==> src/hw/rtl/assert_macros.svh <==
// Assertion macros used by the top level of the RGB triple text parser.
// No dependencies; the assertions compile out when SYNTH is defined.
`ifndef ASSERT_MACROS_SVH
`define ASSERT_MACROS_SVH
`ifndef SYNTH
// Check that prop holds at every rising clock edge outside reset.
`define RTP_ASSERT(label, clk, rst_n, prop, msg) \
    label: assert property (@(posedge clk) disable iff (!rst_n) prop) else $error(msg);
// Check that cond is never true at a rising clock edge outside reset.
`define RTP_ASSERT_NEVER(label, clk, rst_n, cond, msg) \
    label: assert property (@(posedge clk) disable iff (!rst_n) !(cond)) else $error(msg);
`else
`define RTP_ASSERT(label, clk, rst_n, prop, msg)
`define RTP_ASSERT_NEVER(label, clk, rst_n, cond, msg)
`endif
`endif

==> src/hw/rtl/rtp_pkg.sv <==
// Types and constants of the RGB triple text parser.
// No dependencies; used by the parse step, the output register and the top level.
package rtp_pkg;

    // parse phase codes
    localparam logic [1:0] PH_IDLE = 2'd0;
    localparam logic [1:0] PH_SEP  = 2'd1;
    localparam logic [1:0] PH_NUM  = 2'd2;

    // component codes
    localparam logic [1:0] COMP_RED   = 2'd0;
    localparam logic [1:0] COMP_GREEN = 2'd1;
    localparam logic [1:0] COMP_BLUE  = 2'd2;

    // result status codes
    localparam logic [1:0] ST_OK       = 2'd0;
    localparam logic [1:0] ST_RANGE    = 2'd1;
    localparam logic [1:0] ST_NO_COMMA = 2'd2;

    // characters
    localparam logic [7:0] CH_TAB   = 8'd9;
    localparam logic [7:0] CH_SPACE = 8'd32;
    localparam logic [7:0] CH_COMMA = 8'd44;
    localparam logic [7:0] CH_MINUS = 8'd45;
    localparam logic [7:0] CH_ZERO  = 8'd48;
    localparam logic [7:0] CH_NINE  = 8'd57;

    localparam logic [8:0] ACC_SAT  = 9'd256;
    localparam logic [8:0] VAL_MAX  = 9'd255;
    localparam logic [7:0] CNT_MAX  = 8'd255;

    typedef struct packed {
        logic [1:0] comp;
        logic [1:0] phase;
        logic [8:0] acc;
        logic       neg;
        logic [7:0] red_held;
        logic [7:0] green_held;
        logic [7:0] cnt;
    } state_t;

    typedef struct packed {
        logic [1:0] status;
        logic [7:0] red;
        logic [7:0] green;
        logic [7:0] blue;
        logic [7:0] consumed;
    } result_t;

endpackage

==> src/hw/rtl/rtp_if.sv <==
// Valid/ready channel interfaces of the RGB triple text parser.
// No dependencies.
interface rtp_in_if;
    logic       valid;
    logic       ready;
    logic [7:0] ch;
    logic       start_req;

    modport source (output valid, output ch, output start_req, input ready);
    modport sink (input valid, input ch, input start_req, output ready);
endinterface

interface rtp_out_if;
    logic       valid;
    logic       ready;
    logic [1:0] status;
    logic [7:0] red;
    logic [7:0] green;
    logic [7:0] blue;
    logic [7:0] consumed;

    modport source (output valid, output status, output red, output green,
                    output blue, output consumed, input ready);
    modport sink (input valid, input status, input red, input green,
                  input blue, input consumed, output ready);
endinterface

==> src/hw/rtl/rtp_step.sv <==
// Combinational parse step: next parser state and optional result for one character.
// Depends on rtp_pkg.
module rtp_step
    import rtp_pkg::*;
(
    input  state_t     cur,
    input  logic [7:0] ch,
    input  logic       start_req,
    output state_t     nxt,
    output logic       fire,
    output result_t    res
);

    state_t      s;
    logic        is_digit;
    logic [7:0]  ch_off;
    logic [3:0]  digit;
    logic [11:0] prod;
    logic [8:0]  acc_add;
    logic [7:0]  cnt_inc;
    logic        end_comp;

    assign is_digit = (ch >= CH_ZERO) && (ch <= CH_NINE);
    assign ch_off   = ch - CH_ZERO;
    assign digit    = ch_off[3:0];

    always_comb
    begin
        s = cur;
        if (start_req)
        begin
            s.comp       = COMP_RED;
            s.phase      = PH_SEP;
            s.acc        = '0;
            s.neg        = 1'b0;
            s.red_held   = '0;
            s.green_held = '0;
            s.cnt        = '0;
        end

        // acc * 10 + digit, saturate at 256
        prod    = ({3'b000, s.acc} << 3) + ({3'b000, s.acc} << 1) + {8'd0, digit};
        acc_add = (prod > {3'b000, ACC_SAT}) ? ACC_SAT : prod[8:0];
        cnt_inc = (s.cnt == CNT_MAX) ? s.cnt : s.cnt + 8'd1;

        nxt      = s;
        fire     = 1'b0;
        res      = '0;
        end_comp = 1'b0;

        case (s.phase)
            PH_SEP:
            begin
                if (ch inside {CH_SPACE, CH_TAB})
                begin
                    nxt.cnt = cnt_inc;
                end
                else if (ch == CH_MINUS)
                begin
                    nxt.neg   = 1'b1;
                    nxt.cnt   = cnt_inc;
                    nxt.phase = PH_NUM;
                end
                else if (is_digit)
                begin
                    nxt.acc   = acc_add;
                    nxt.cnt   = cnt_inc;
                    nxt.phase = PH_NUM;
                end
                else
                begin
                    end_comp = 1'b1;
                end
            end
            PH_NUM:
            begin
                if (is_digit)
                begin
                    nxt.acc = acc_add;
                    nxt.cnt = cnt_inc;
                end
                else
                begin
                    end_comp = 1'b1;
                end
            end
            default:
            begin
                end_comp = 1'b0;
            end
        endcase

        if (end_comp)
        begin
            if ((s.neg && (s.acc != '0)) || (s.acc > VAL_MAX))
            begin
                nxt.phase  = PH_IDLE;
                fire       = 1'b1;
                res.status = ST_RANGE;
            end
            else if (s.comp == COMP_RED || s.comp == COMP_GREEN)
            begin
                if (ch != CH_COMMA)
                begin
                    nxt.phase  = PH_IDLE;
                    fire       = 1'b1;
                    res.status = ST_NO_COMMA;
                end
                else
                begin
                    if (s.comp == COMP_RED)
                    begin
                        nxt.red_held = s.acc[7:0];
                    end
                    else
                    begin
                        nxt.green_held = s.acc[7:0];
                    end
                    nxt.cnt   = cnt_inc;
                    nxt.comp  = s.comp + 2'd1;
                    nxt.acc   = '0;
                    nxt.neg   = 1'b0;
                    nxt.phase = PH_SEP;
                end
            end
            else
            begin
                // blue: terminator is not consumed
                nxt.phase    = PH_IDLE;
                fire         = 1'b1;
                res.status   = ST_OK;
                res.red      = s.red_held;
                res.green    = s.green_held;
                res.blue     = s.acc[7:0];
                res.consumed = s.cnt;
            end
        end
    end

endmodule

==> src/hw/rtl/rtp_out_reg.sv <==
// Output register of the RGB triple text parser: holds one result until taken.
// Depends on rtp_pkg and the rtp_out_if interface.
module rtp_out_reg
    import rtp_pkg::*;
(
    input  logic             clk,
    input  logic             rst_n,
    input  logic             load,
    input  result_t          res,
    output logic             free,
    rtp_out_if.source        results
);

    logic    valid_reg;
    logic    valid_next;
    result_t res_reg;

    // free when empty or the held result leaves this cycle
    assign free       = !valid_reg || results.ready;
    assign valid_next = load || (valid_reg && !results.ready);

    always_ff @(posedge clk or negedge rst_n)
    begin
        if (!rst_n)
        begin
            valid_reg <= 1'b0;
        end
        else
        begin
            valid_reg <= valid_next;
        end
    end

    always_ff @(posedge clk)
    begin
        if (load)
        begin
            res_reg <= res;
        end
    end

    assign results.valid    = valid_reg;
    assign results.status   = res_reg.status;
    assign results.red      = res_reg.red;
    assign results.green    = res_reg.green;
    assign results.blue     = res_reg.blue;
    assign results.consumed = res_reg.consumed;

endmodule

==> src/hw/rtl/rgb_triple_text_parser.sv <==
// Top level of the RGB triple text parser: parser state, parse step, output register.
// Depends on rtp_pkg, rtp_if, rtp_step, rtp_out_reg and assert_macros.svh.
//
//   channel   direction  payload                                  transaction
//   chars     in         ch[7:0], start_req                       one text character
//   results   out        status[1:0], red, green, blue, consumed  one parsed triple
//
// Each character is parsed at the edge where it is accepted,
// updating the parser state and, when it ends a triple, loading the output register.
// A result appears on results in the cycle after the character that caused it.
// chars.ready drops only while a result sits in the output register and results.ready
// is low; a full register stalls the input, nothing else does.
// rst_n clears the parser to idle: characters are ignored until one carries start_req.
`include "assert_macros.svh"

module rgb_triple_text_parser
    import rtp_pkg::*;
(
    input  logic        clk,
    input  logic        rst_n,
    rtp_in_if.sink      chars,
    rtp_out_if.source   results
);

    state_t  state_reg;
    state_t  state_next;
    logic    fire;
    result_t res;
    logic    free;
    logic    in_acc;

    // accept whenever the output register can take a result
    assign chars.ready = free;
    assign in_acc      = chars.valid && free;

    rtp_step u_step (
        .cur       (state_reg),
        .ch        (chars.ch),
        .start_req (chars.start_req),
        .nxt       (state_next),
        .fire      (fire),
        .res       (res)
    );

    // advance the parser state only on an accepted transaction
    always_ff @(posedge clk or negedge rst_n)
    begin
        if (!rst_n)
        begin
            state_reg.comp       <= COMP_RED;
            state_reg.phase      <= PH_IDLE;
            state_reg.acc        <= '0;
            state_reg.neg        <= 1'b0;
            state_reg.red_held   <= '0;
            state_reg.green_held <= '0;
            state_reg.cnt        <= '0;
        end
        else if (in_acc)
        begin
            state_reg <= state_next;
        end
    end

    rtp_out_reg u_out (
        .clk     (clk),
        .rst_n   (rst_n),
        .load    (in_acc && fire),
        .res     (res),
        .free    (free),
        .results (results)
    );

    // a finished or failed triple leaves the parser idle
    `RTP_ASSERT(a_idle_after_result, clk, rst_n, (in_acc && fire) |=> (state_reg.phase == PH_IDLE), "parser not idle after result")
    // accumulator saturates at 256
    `RTP_ASSERT_NEVER(a_acc_sat, clk, rst_n, state_reg.acc > ACC_SAT, "accumulator beyond saturation")
    // count only grows inside a triple
    `RTP_ASSERT(a_cnt_mono, clk, rst_n, (in_acc && !chars.start_req) |=> (state_reg.cnt >= $past(state_reg.cnt)), "character count decreased")
    // error results carry zero fields
    `RTP_ASSERT(a_err_zero, clk, rst_n, (results.valid && results.status != ST_OK) |-> (results.red == 8'd0 && results.green == 8'd0 && results.blue == 8'd0 && results.consumed == 8'd0), "error result with nonzero fields")

endmodule
==> src/flat_wrapper.sv <==
// flat-port wrapper written by rule: the top's interface ports become plain ports
module rgb_triple_text_parser_flat import rtp_pkg::*;
  (clk, rst_n, chars_valid, chars_ch, chars_start_req, chars_ready, results_valid, results_status, results_red, results_green, results_blue, results_consumed, results_ready);
  rtp_in_if chars_i ();
  rtp_out_if results_i ();
  input  logic clk;
  input  logic rst_n;
  input wire logic [$bits(chars_i.valid)-1:0] chars_valid;
  input wire logic [$bits(chars_i.ch)-1:0] chars_ch;
  input wire logic [$bits(chars_i.start_req)-1:0] chars_start_req;
  output wire logic [$bits(chars_i.ready)-1:0] chars_ready;
  output wire logic [$bits(results_i.valid)-1:0] results_valid;
  output wire logic [$bits(results_i.status)-1:0] results_status;
  output wire logic [$bits(results_i.red)-1:0] results_red;
  output wire logic [$bits(results_i.green)-1:0] results_green;
  output wire logic [$bits(results_i.blue)-1:0] results_blue;
  output wire logic [$bits(results_i.consumed)-1:0] results_consumed;
  input wire logic [$bits(results_i.ready)-1:0] results_ready;
  assign chars_i.valid = chars_valid;
  assign chars_i.ch = chars_ch;
  assign chars_i.start_req = chars_start_req;
  assign chars_ready = chars_i.ready;
  assign results_valid = results_i.valid;
  assign results_status = results_i.status;
  assign results_red = results_i.red;
  assign results_green = results_i.green;
  assign results_blue = results_i.blue;
  assign results_consumed = results_i.consumed;
  assign results_i.ready = results_ready;
  rgb_triple_text_parser u_core (.clk(clk), .rst_n(rst_n), .chars(chars_i), .results(results_i));
endmodule
==> config.mk <==
export PLATFORM = sky130hd
export DESIGN_NAME = rgb_triple_text_parser_flat
export DESIGN_NICKNAME = d
export VERILOG_FILES = /design/src/hw/rtl/rtp_pkg.sv /design/src/hw/rtl/rtp_if.sv /design/src/hw/rtl/rtp_step.sv /design/src/hw/rtl/rtp_out_reg.sv /design/src/hw/rtl/rgb_triple_text_parser.sv /design/src/flat_wrapper.sv
export VERILOG_INCLUDE_DIRS = /design/src /design/src/hw/rtl
export SDC_FILE = /design/constraint.sdc
export NUM_CORES = 1
export LEC_CHECK = 0
export ABC_AREA = 0
export ABC_CLOCK_PERIOD_IN_PS = 3300
export BUFFER_PORTS_ARGS = -buffer_cell sky130_fd_sc_hd__buf_2
export CAP_MARGIN = 15
export CORE_MARGIN = 1
export CORE_UTILIZATION = 40
export DETAILED_ROUTE_END_ITERATION = 10
export SETUP_SLACK_MARGIN = 0.02
export SLEW_MARGIN = 20
export SYNTH_ARGS = -nofsm -noshare
export SYNTH_HDL_FRONTEND = slang
export SYNTH_HIERARCHICAL = 1
export SYNTH_SLANG_ARGS = --single-unit
==> constraint.sdc <==
create_clock -name clk -period 3.3 [get_ports clk]
set_input_delay 0.165 -clock clk [delete_from_list [all_inputs] [get_ports clk]]
set_output_delay 0.165 -clock clk [all_outputs]
set_load 0.01 [all_outputs]
Word-level counts from Yosys, hierarchy flattened
Cells that the tools add are included.
{ "totals": {"register_bits": 73, "inputBits": 13} }
{ "op_classes": {"addsub": 5, "order_cmp": 4, "n_eq_ne": 8, "muxes": 39, "n_bitwise": 2, "reduce_logical": 16} }
{ "op_table": {"columns": ["cell", "count"], "rows": [
  ["$mux 34", 3],
  ["$mux 38", 2],
  ["$mux 8", 6],
  ["$mux 9", 3],
  ["$pmux 9 s2", 1],
  ["$eq 8x6->1 const B", 2],
  ["$mux 2", 8],
  ["$pmux 8 s2", 1],
  ["$add 12x10->12", 1],
  ["$add 12x4->12", 1],
  ["$gt 12x9->1 const B", 1],
  ["$mux 1", 12],
  ["$mux 12", 1],
  ["$mux 11", 1],
  ["$gt 9x8->1 const B", 1],
  ["$reduce_bool 9->1", 1],
  ["$add 8x1->8 const B", 1],
  ["$eq 8x4->1 const B", 1],
  ["$eq 8x8->1 const B", 1],
  ["$ge 8x6->1 const B", 1],
  ["$le 8x6->1 const B", 1],
  ["$ne 8x6->1 const B", 1],
  ["$reduce_or 3->1", 2],
  ["$logic_and 1x1->1", 5],
  ["other kinds (10)", 16]
]} }

Logic depth before layout (Yosys ltp)
Gate-level depths: netlist (run 1).
{ "depth": {"word_depth": 13, "mapped_depth": 14, "depth_no_buf": 13} }

Hierarchy
The synthesis (run 1) kept the hierarchy.
{ "by_module_without_submodules": {"columns": ["mod", "instances", "cells_each", "area_each_um2", "seq_area_each_um2"], "rows": [
  ["rtp_step", 1, 365, 2302.2, 0.0],
  ["rgb_triple_text_parser", 1, 82, 1502.7, 950.9],
  ["rtp_out_reg", 1, 37, 1068.5, 1046.0]
]} }

Least setup slack after synthesis (run 1)
No wires, ideal clock.
{ "synth_path": {"path_type": "reg-to-reg", "startpoint": "reg u_core/state_reg[25] (netlist bit)", "endpoint": "reg u_core/state_reg[25] (netlist bit)", "setup_ps": 64, "arrival_time_ps": 3407, "setup_slack_ps": -170, "stages_incl_launch_ff": 14, "path_buffers": 1, "period_less_slack_ps": 3470, "path_cell_list": "dfrtp_1 nor2b_1 clkbuf_1 xor2_1 ha_1 ha_1 a21o_1 a211o_1 a2111oi_4 o221ai_2 a2111oi_4 a22oi_1 a211oi_2 mux2_4"} }
{ "synth_lines": {"columns": ["item", "line_no", "rtl"], "rows": [
  ["start: declaration", "rgb_triple_text_parser.sv:25", "state_t state_reg;"],
  ["start signal: assignment", "rgb_triple_text_parser.sv:60", "state_reg <= state_next;"]
]} }

==> results of run 1 <==
[final timing paths]
| check | from | end | slack, ns | cells past startpoint |
|---|---|---|---|---|
| max in group asynchronous | rst_n | u_core/state_reg[1] | 2.22 | 2 |
| hold / removal | results_ready | u_core/u_out/results.valid | 0.13 | 3 |
| min in group asynchronous | rst_n | u_core/state_reg[21] | 0.50 | 2 |
| setup reg to reg | u_core/state_reg[25] | u_core/state_reg[25] | -0.07 | 13 |
| hold reg to reg | u_core/state_reg[34] | u_core/state_reg[34] | 0.50 | 1 |
| setup / recovery | u_core/state_reg[25] | u_core/state_reg[25] | -0.07 | 13 |
[layer usage]
layer / wire length (um) / GRT usage
met2: 5610 / 0.327
met5: 0 / 0
met1: 5700 / 0.285
met4: 177 / 0.0773
met3: 541 / 0.0335
[metrics by stage]
stage                      util  instance area, sq um  setup TNS (ns)  hold slack (ns)
after floorplan               -                  4940          -0.126           -0.131
after global placement    0.481                  5610          -0.201            0.358
after detailed placement  0.481                  5610          -0.497            0.365
after CTS                 0.513                  5990          -0.134            0.111
after global routing      0.517                  6030           -1.24            0.142
final                     0.517                  6030          -0.262            0.130
[kinds of logic (layout without fill, tap and decap cells)]
logic type / count (synthesis) / count (layout) / share of synthesized area
and+or+nand+nor: 187 / 187 / 0.201
AOI/OAI and AO/OA: 118 / 118 / 0.178
DFF: 73 / 73 / 0.410
muxes: 39 / 39 / 0.105
buffers and inverters: 38 / 137 / 0.0359
adders and majority gates: 22 / 22 / 0.0580
xor gates and xnor gates: 7 / 7 / 0.0126
[cell usage in the layout (no fill, tap or decap), types with 4 or more instances in the layout]
cell       count
buf_4         56
and2_1         4
and3_1        20
buf_2         48
nor2b_1        6
dfrtp_1       39
ha_1          17
xnor2_1        4
a211oi_2       4
mux2_4        20
edfxtp_1      34
o21ai_0       26
a21o_1        11
nor3_1         4
nand2_1       46
a31oi_1        4
nor4_1         5
mux2_2        18
nand2b_1      24
or2_2          6
a2111oi_4      5
clkbuf_16      9
inv_1         13
a21oi_1       29
nand3_1       18
nor2_1        33
a22oi_1        7
[repair_timing]
item                       4_1_cts  5_1_grt
buffers inserted                 3        2
pin swaps                        8        5
hold endpoints to repair         3        0
resized for setup               10        5
setup endpoints to repair        9        9
hold buffers                     1        0
[worst max-delay path: stages (launching register included)]
cell	delay, ns
dfrtp_1	0.38
nor2b_4	0.13
xor2_1	0.14
ha_1	0.33
inv_2	0.06
fa_2	0.57
inv_2	0.04
or3_4	0.33
a2111oi_4	0.20
o221ai_2	0.18
a2111oi_4	0.43
a22oi_1	0.17
a211oi_2	0.17
mux2_4	0.17
[power groups by stage]
stage / Clock, mW / Sequential [mW] / Combinational (mW)
global route: 1.00 / 1.08 / 0.653
finish: 0.940 / 1.07 / 0.600
detailed placement: 0 / 1.09 / 0.576
CTS: 0.963 / 1.07 / 0.592
floorplan: 0 / 1.13 / 0.327
global placement: 0 / 1.09 / 0.573
[final cells by class]
class	instances	area (sq um)	area share
clock inverter	4	45.0	0.00747
inverter	16	60.1	0.00996
sequential	73	2000	0.331
timing repair buffer	105	671	0.111
clock buffer	12	236	0.0392
multi-input combinational	373	2840	0.471
tap	143	179	0.0297
==> out/qor.yml, run 1 <==
status: "finished, violations left"
violations: "setup timing"
startpoint_type: "register"
grt_pass1_vias: 4041
finalPower_mw: 2.61
synth_seq_cells: 73
dp.cells: 704
max-cap-violations: 0
dp_slack_ns: -0.0822
antenna_cells: 0
cts_max_path_buffers: 2
syn-num-nets: 519
ys_dominant_reg_cell: "dfrtp_1"
io_pins: 49
synth_edf_count: 34
synth_cell_types: 70
die_h_um: 112
synth_area_per_cell_sq_um: 10.1
final_nets: 613
drive_gt1_frac: 0.338
start_util: 0.418
route.detailed.drc: 0
synthCells: 484
cts_tree: "yes"
core_sq_um: 11700
power-per-cell-area_nw_per_um2: 433
fin_ws_ns: -0.0664
tightest_slew_ns: 0.921
drt-vias-per-instance: 5.54
cts_sinks: 73
syn_area_sq_um: 4870
synth_top_area_share: 0.209
p_clk_frac: 0.361
root_buffer: "clkbuf_16"
wire_per_inst_um: 16.6
vias: 4025
clock_latency_ns: 0.34
antenna_found_initial: 0
synth.most_common_cell: "nand2_1"
p_seq_frac: 0.410
place.gp.congestion: 0.852
setup_violations: 6
critPathRequiredTime_ns: 3.58
min_path_type: "in -> reg"
drt_first_pass_iters: 5
ys_warn_count: 6
vdd_drop_max_mv: 0.283
grt_overflow: 0
wl_mm: 12.0
endpoint_kind: "register"
grt_pass1_wl_mm: 20.4
drt_iter0_drc: 310
cts_buffers: 9
grt_max_degree: 40
clk_pin_slew_worst_paths_ns: 0.06
path_max_fanout: 5
finalCritPeriodShare: 1.02
portBuffers: 48
dieArea_sq_um: 12600
grtUsageTotal: 0.206
area_growth_pct: 23.7
ys_seq_area_frac: 0.410
fin_skew_ns: 0.00443
fin_cells: 726
synth_largest_area_cell: "edfxtp_1"
finalHoldViolations: 0
final_max_slew_viol_count: 0
path_class: "reg -> reg"
die_w_um: 112
arrival_ns: 3.65
cts.htree.levels: 3
switching_share: 0.293
p_int_mw: 1.84
switchingPower_mw: 0.764
post-route-min-period_ns: 3.37
largest_reg_flops: 38
combPwrFrac: 0.230
dp.final_hpwl_mm: 9.21
leakagePower_nw: 2.76
rsz0062_at_grt: "yes"
slew-limit-headroom: 0.386
fmax_mhz: 297
num-fill-cells: 1058
placementRows: 39
synth-async-reset-ratio: 0.534
synth.top_cells.by_count: "48 x nand2_1, 39 x dfrtp_1, 34 x edfxtp_1"
drtAntennaViolNets: 0
synth_area_leaders: "edfxtp_1 21%, dfrtp_1 20%, mux2_4 6.2%"
No activity file was read; power rests on OpenSTA's default activity.
==> run 2, diff against run 1 <==
--- a/config.mk
+++ b/config.mk
@@ -7,12 +7,13 @@
 export NUM_CORES = 1
 export LEC_CHECK = 0
 export ABC_AREA = 0
-export ABC_CLOCK_PERIOD_IN_PS = 3300
+export ABC_CLOCK_PERIOD_IN_PS = 4300
 export BUFFER_PORTS_ARGS = -buffer_cell sky130_fd_sc_hd__buf_2
 export CAP_MARGIN = 15
 export CORE_MARGIN = 1
 export CORE_UTILIZATION = 40
 export DETAILED_ROUTE_END_ITERATION = 10
+export GPL_ROUTABILITY_DRIVEN = 0
 export SETUP_SLACK_MARGIN = 0.02
 export SLEW_MARGIN = 20
 export SYNTH_ARGS = -nofsm -noshare
==> constraint.sdc (replaced) <==
create_clock -name clk -period 4.3 [get_ports clk]
set_input_delay 0.215 -clock clk [delete_from_list [all_inputs] [get_ports clk]]
set_output_delay 0.215 -clock clk [all_outputs]
set_load 0.01 [all_outputs]
==> out/qor.yml, run 2 (synthesized netlist as in run 1, its figures left out) <==
setup_violations: 0  # was 6
power-per-cell-area_nw_per_um2: 353  # was 433 nW/um^2
cts-resized-gates: 0  # was 10
tightest_slew_ns: 0.906  # was 0.921 ns
cts.htree.levels: 3  # unchanged
route.detailed.drc: 0  # unchanged
antenna_found_initial: 0  # unchanged
drtAntennaViolNets: 0  # unchanged
drt-vias-per-instance: 5.67  # was 5.54
min_path_type: "in -> async"  # was in -> reg
dieArea_sq_um: 12600  # unchanged
grt_pass1_vias: 3774  # was 4041
postCtsSetupBuffers: 0  # was 3
path_max_fanout: 5  # unchanged
clock_latency_ns: 0.33  # was 0.34 ns
path_class: "reg -> reg"  # unchanged
drt_iter0_drc: 237  # was 310
hold_ws_ns: 0.0194  # was 0.130 ns
finalPower_mw: 1.97  # was 2.61 mW
area_growth_pct: 14.2  # was 23.7%
cts_hold_buf: 0  # was 1
final_common_cell: "buf_2"  # was buf_4
drive_gt1_frac: 0.248  # was 0.338
top_layer: "met4"  # unchanged
grt_overflow: 0  # unchanged
cts_tree: "yes"  # unchanged
fmax_mhz: 260  # was 297 MHz
place_area_sq_um: 5280  # was 5610 sq um
endpoint_kind: "register"  # unchanged
wl_mm: 11.5  # was 12.0 mm
final_max_slew_viol_count: 0  # unchanged
final_util: 0.477  # was 0.517
final_nets: 567  # was 613
rsz0062_at_grt: "no"  # was yes
fin_skew_ns: 0.00624  # was 0.00443 ns
vdd_drop_max_mv: 0.161  # was 0.283 mV
cts_buffers: 9  # unchanged
grt_max_degree: 40  # unchanged
cts_max_path_buffers: 2  # unchanged
io_pins: 49  # unchanged
design_area_sq_um: 5570  # was 6030 sq um
antenna_cells: 0  # unchanged
routed-wl-met2_mm: 5.31  # was 5.61 mm
startpoint_type: "register"  # unchanged
die_h_um: 112  # unchanged
dp_slack_ns: 0.527  # was -0.0822 ns
met3_length_um: 386  # was 541 um
routedLengthMet1_mm: 5.61  # was 5.70 mm
status: "complete, no violations"  # was finished, violations left
clk_pin_slew_worst_paths_ns: 0.05  # was 0.06 ns
placementRows: 39  # unchanged
finalHoldViolations: 0  # unchanged
critPathRequiredTime_ns: 4.57  # was 3.58 ns
grtUsageTotal: 0.192  # was 0.206
core_sq_um: 11700  # unchanged
portBuffers: 48  # unchanged
largest_reg_flops: 38  # unchanged
layout_common_cells: "48 x buf_2, 47 x nand2_1, 39 x dfrtp_1"  # was 56 x buf_4, 48 x buf_2, 46 x nand2_1
grt_pass1_wl_mm: 19.1  # was 20.4 mm
arrival_ns: 4.12  # was 3.65 ns
wire_per_inst_um: 17.0  # was 16.6 um
fin_ws_ns: 0.448  # was -0.0664 ns
max-cap-violations: 0  # unchanged
finalCritPeriodShare: 0.896  # was 1.02
dp.cells: 664  # was 704
leakagePower_nw: 2.53  # was 2.76 nW
fin_cells: 679  # was 726
vias: 3849  # was 4025
dp.final_hpwl_mm: 8.69  # was 9.21 mm
die_w_um: 112  # unchanged
post-route-min-period_ns: 3.85  # was 3.37 ns
slew-limit-headroom: 0.396  # was 0.386
drt_first_pass_iters: 4  # was 5
root_buffer: "clkbuf_16"  # unchanged
cts_sinks: 73  # unchanged
setup-tns-final_ns: 0  # was -0.262 ns
start_util: 0.418  # unchanged
-- run 2: cell count changes in the layout (fill, tap and decap cells not counted), sizes merged --
cell,change
dlygate4sd3,-1
clkinvlp,+1
clkinv,-2
buf,-45
-- run 2: critical path: stages, from the launching register on --
cell and delay [ns]:
dfrtp_1 0.41, nor2b_1 0.39, xor2_1 0.20, ha_1 0.27, ha_1 0.32, a21o_1 0.22, a211o_1 0.35, a2111oi_4 0.37
o221ai_2 0.20, a2111oi_4 0.51, a22oi_1 0.17, a211oi_2 0.23, mux2_4 0.17
-- run 2: metal layers --
layer / vias up / global-route usage
li1: 1882 / -
met1: 1848 / 0.263
met2: 103 / 0.301
met3: 16 / 0.0340
met4: 0 / 0.0800
met5: - / 0
-- run 2: report_power, final --
group	switching (mW)	leakage [nW]	internal [mW]
combinational	0.276	1.52	0.144
clock	0.265	0.136	0.460
sequential	0.0185	0.869	0.804
-- run 2: layout make-up --
type / instances / area, sq um
well taps: 143 / 179
fillers: 1087 / 6090
clock buffers: 12 / 246
multi-input cells: 373 / 2710
clock inverters: 3 / 41.3
flip-flops and latches: 73 / 2000
repair buffers: 59 / 335
inverters: 16 / 60.1
-- run 2: final timing paths --
check                                     start                    endpoint  slack (ns)  cells past startpoint
min in group clk                  results_ready  u_core/u_out/results.valid        0.19                      3
hold / removal                            rst_n        u_core/state_reg[11]        0.02                      1
setup reg to reg           u_core/state_reg[25]        u_core/state_reg[25]        0.45                     12
hold reg to reg             u_core/state_reg[1]         u_core/state_reg[1]        0.50                      1
max in group asynchronous                 rst_n        u_core/state_reg[35]        3.71                      1
setup / recovery           u_core/state_reg[25]        u_core/state_reg[25]        0.45                     12
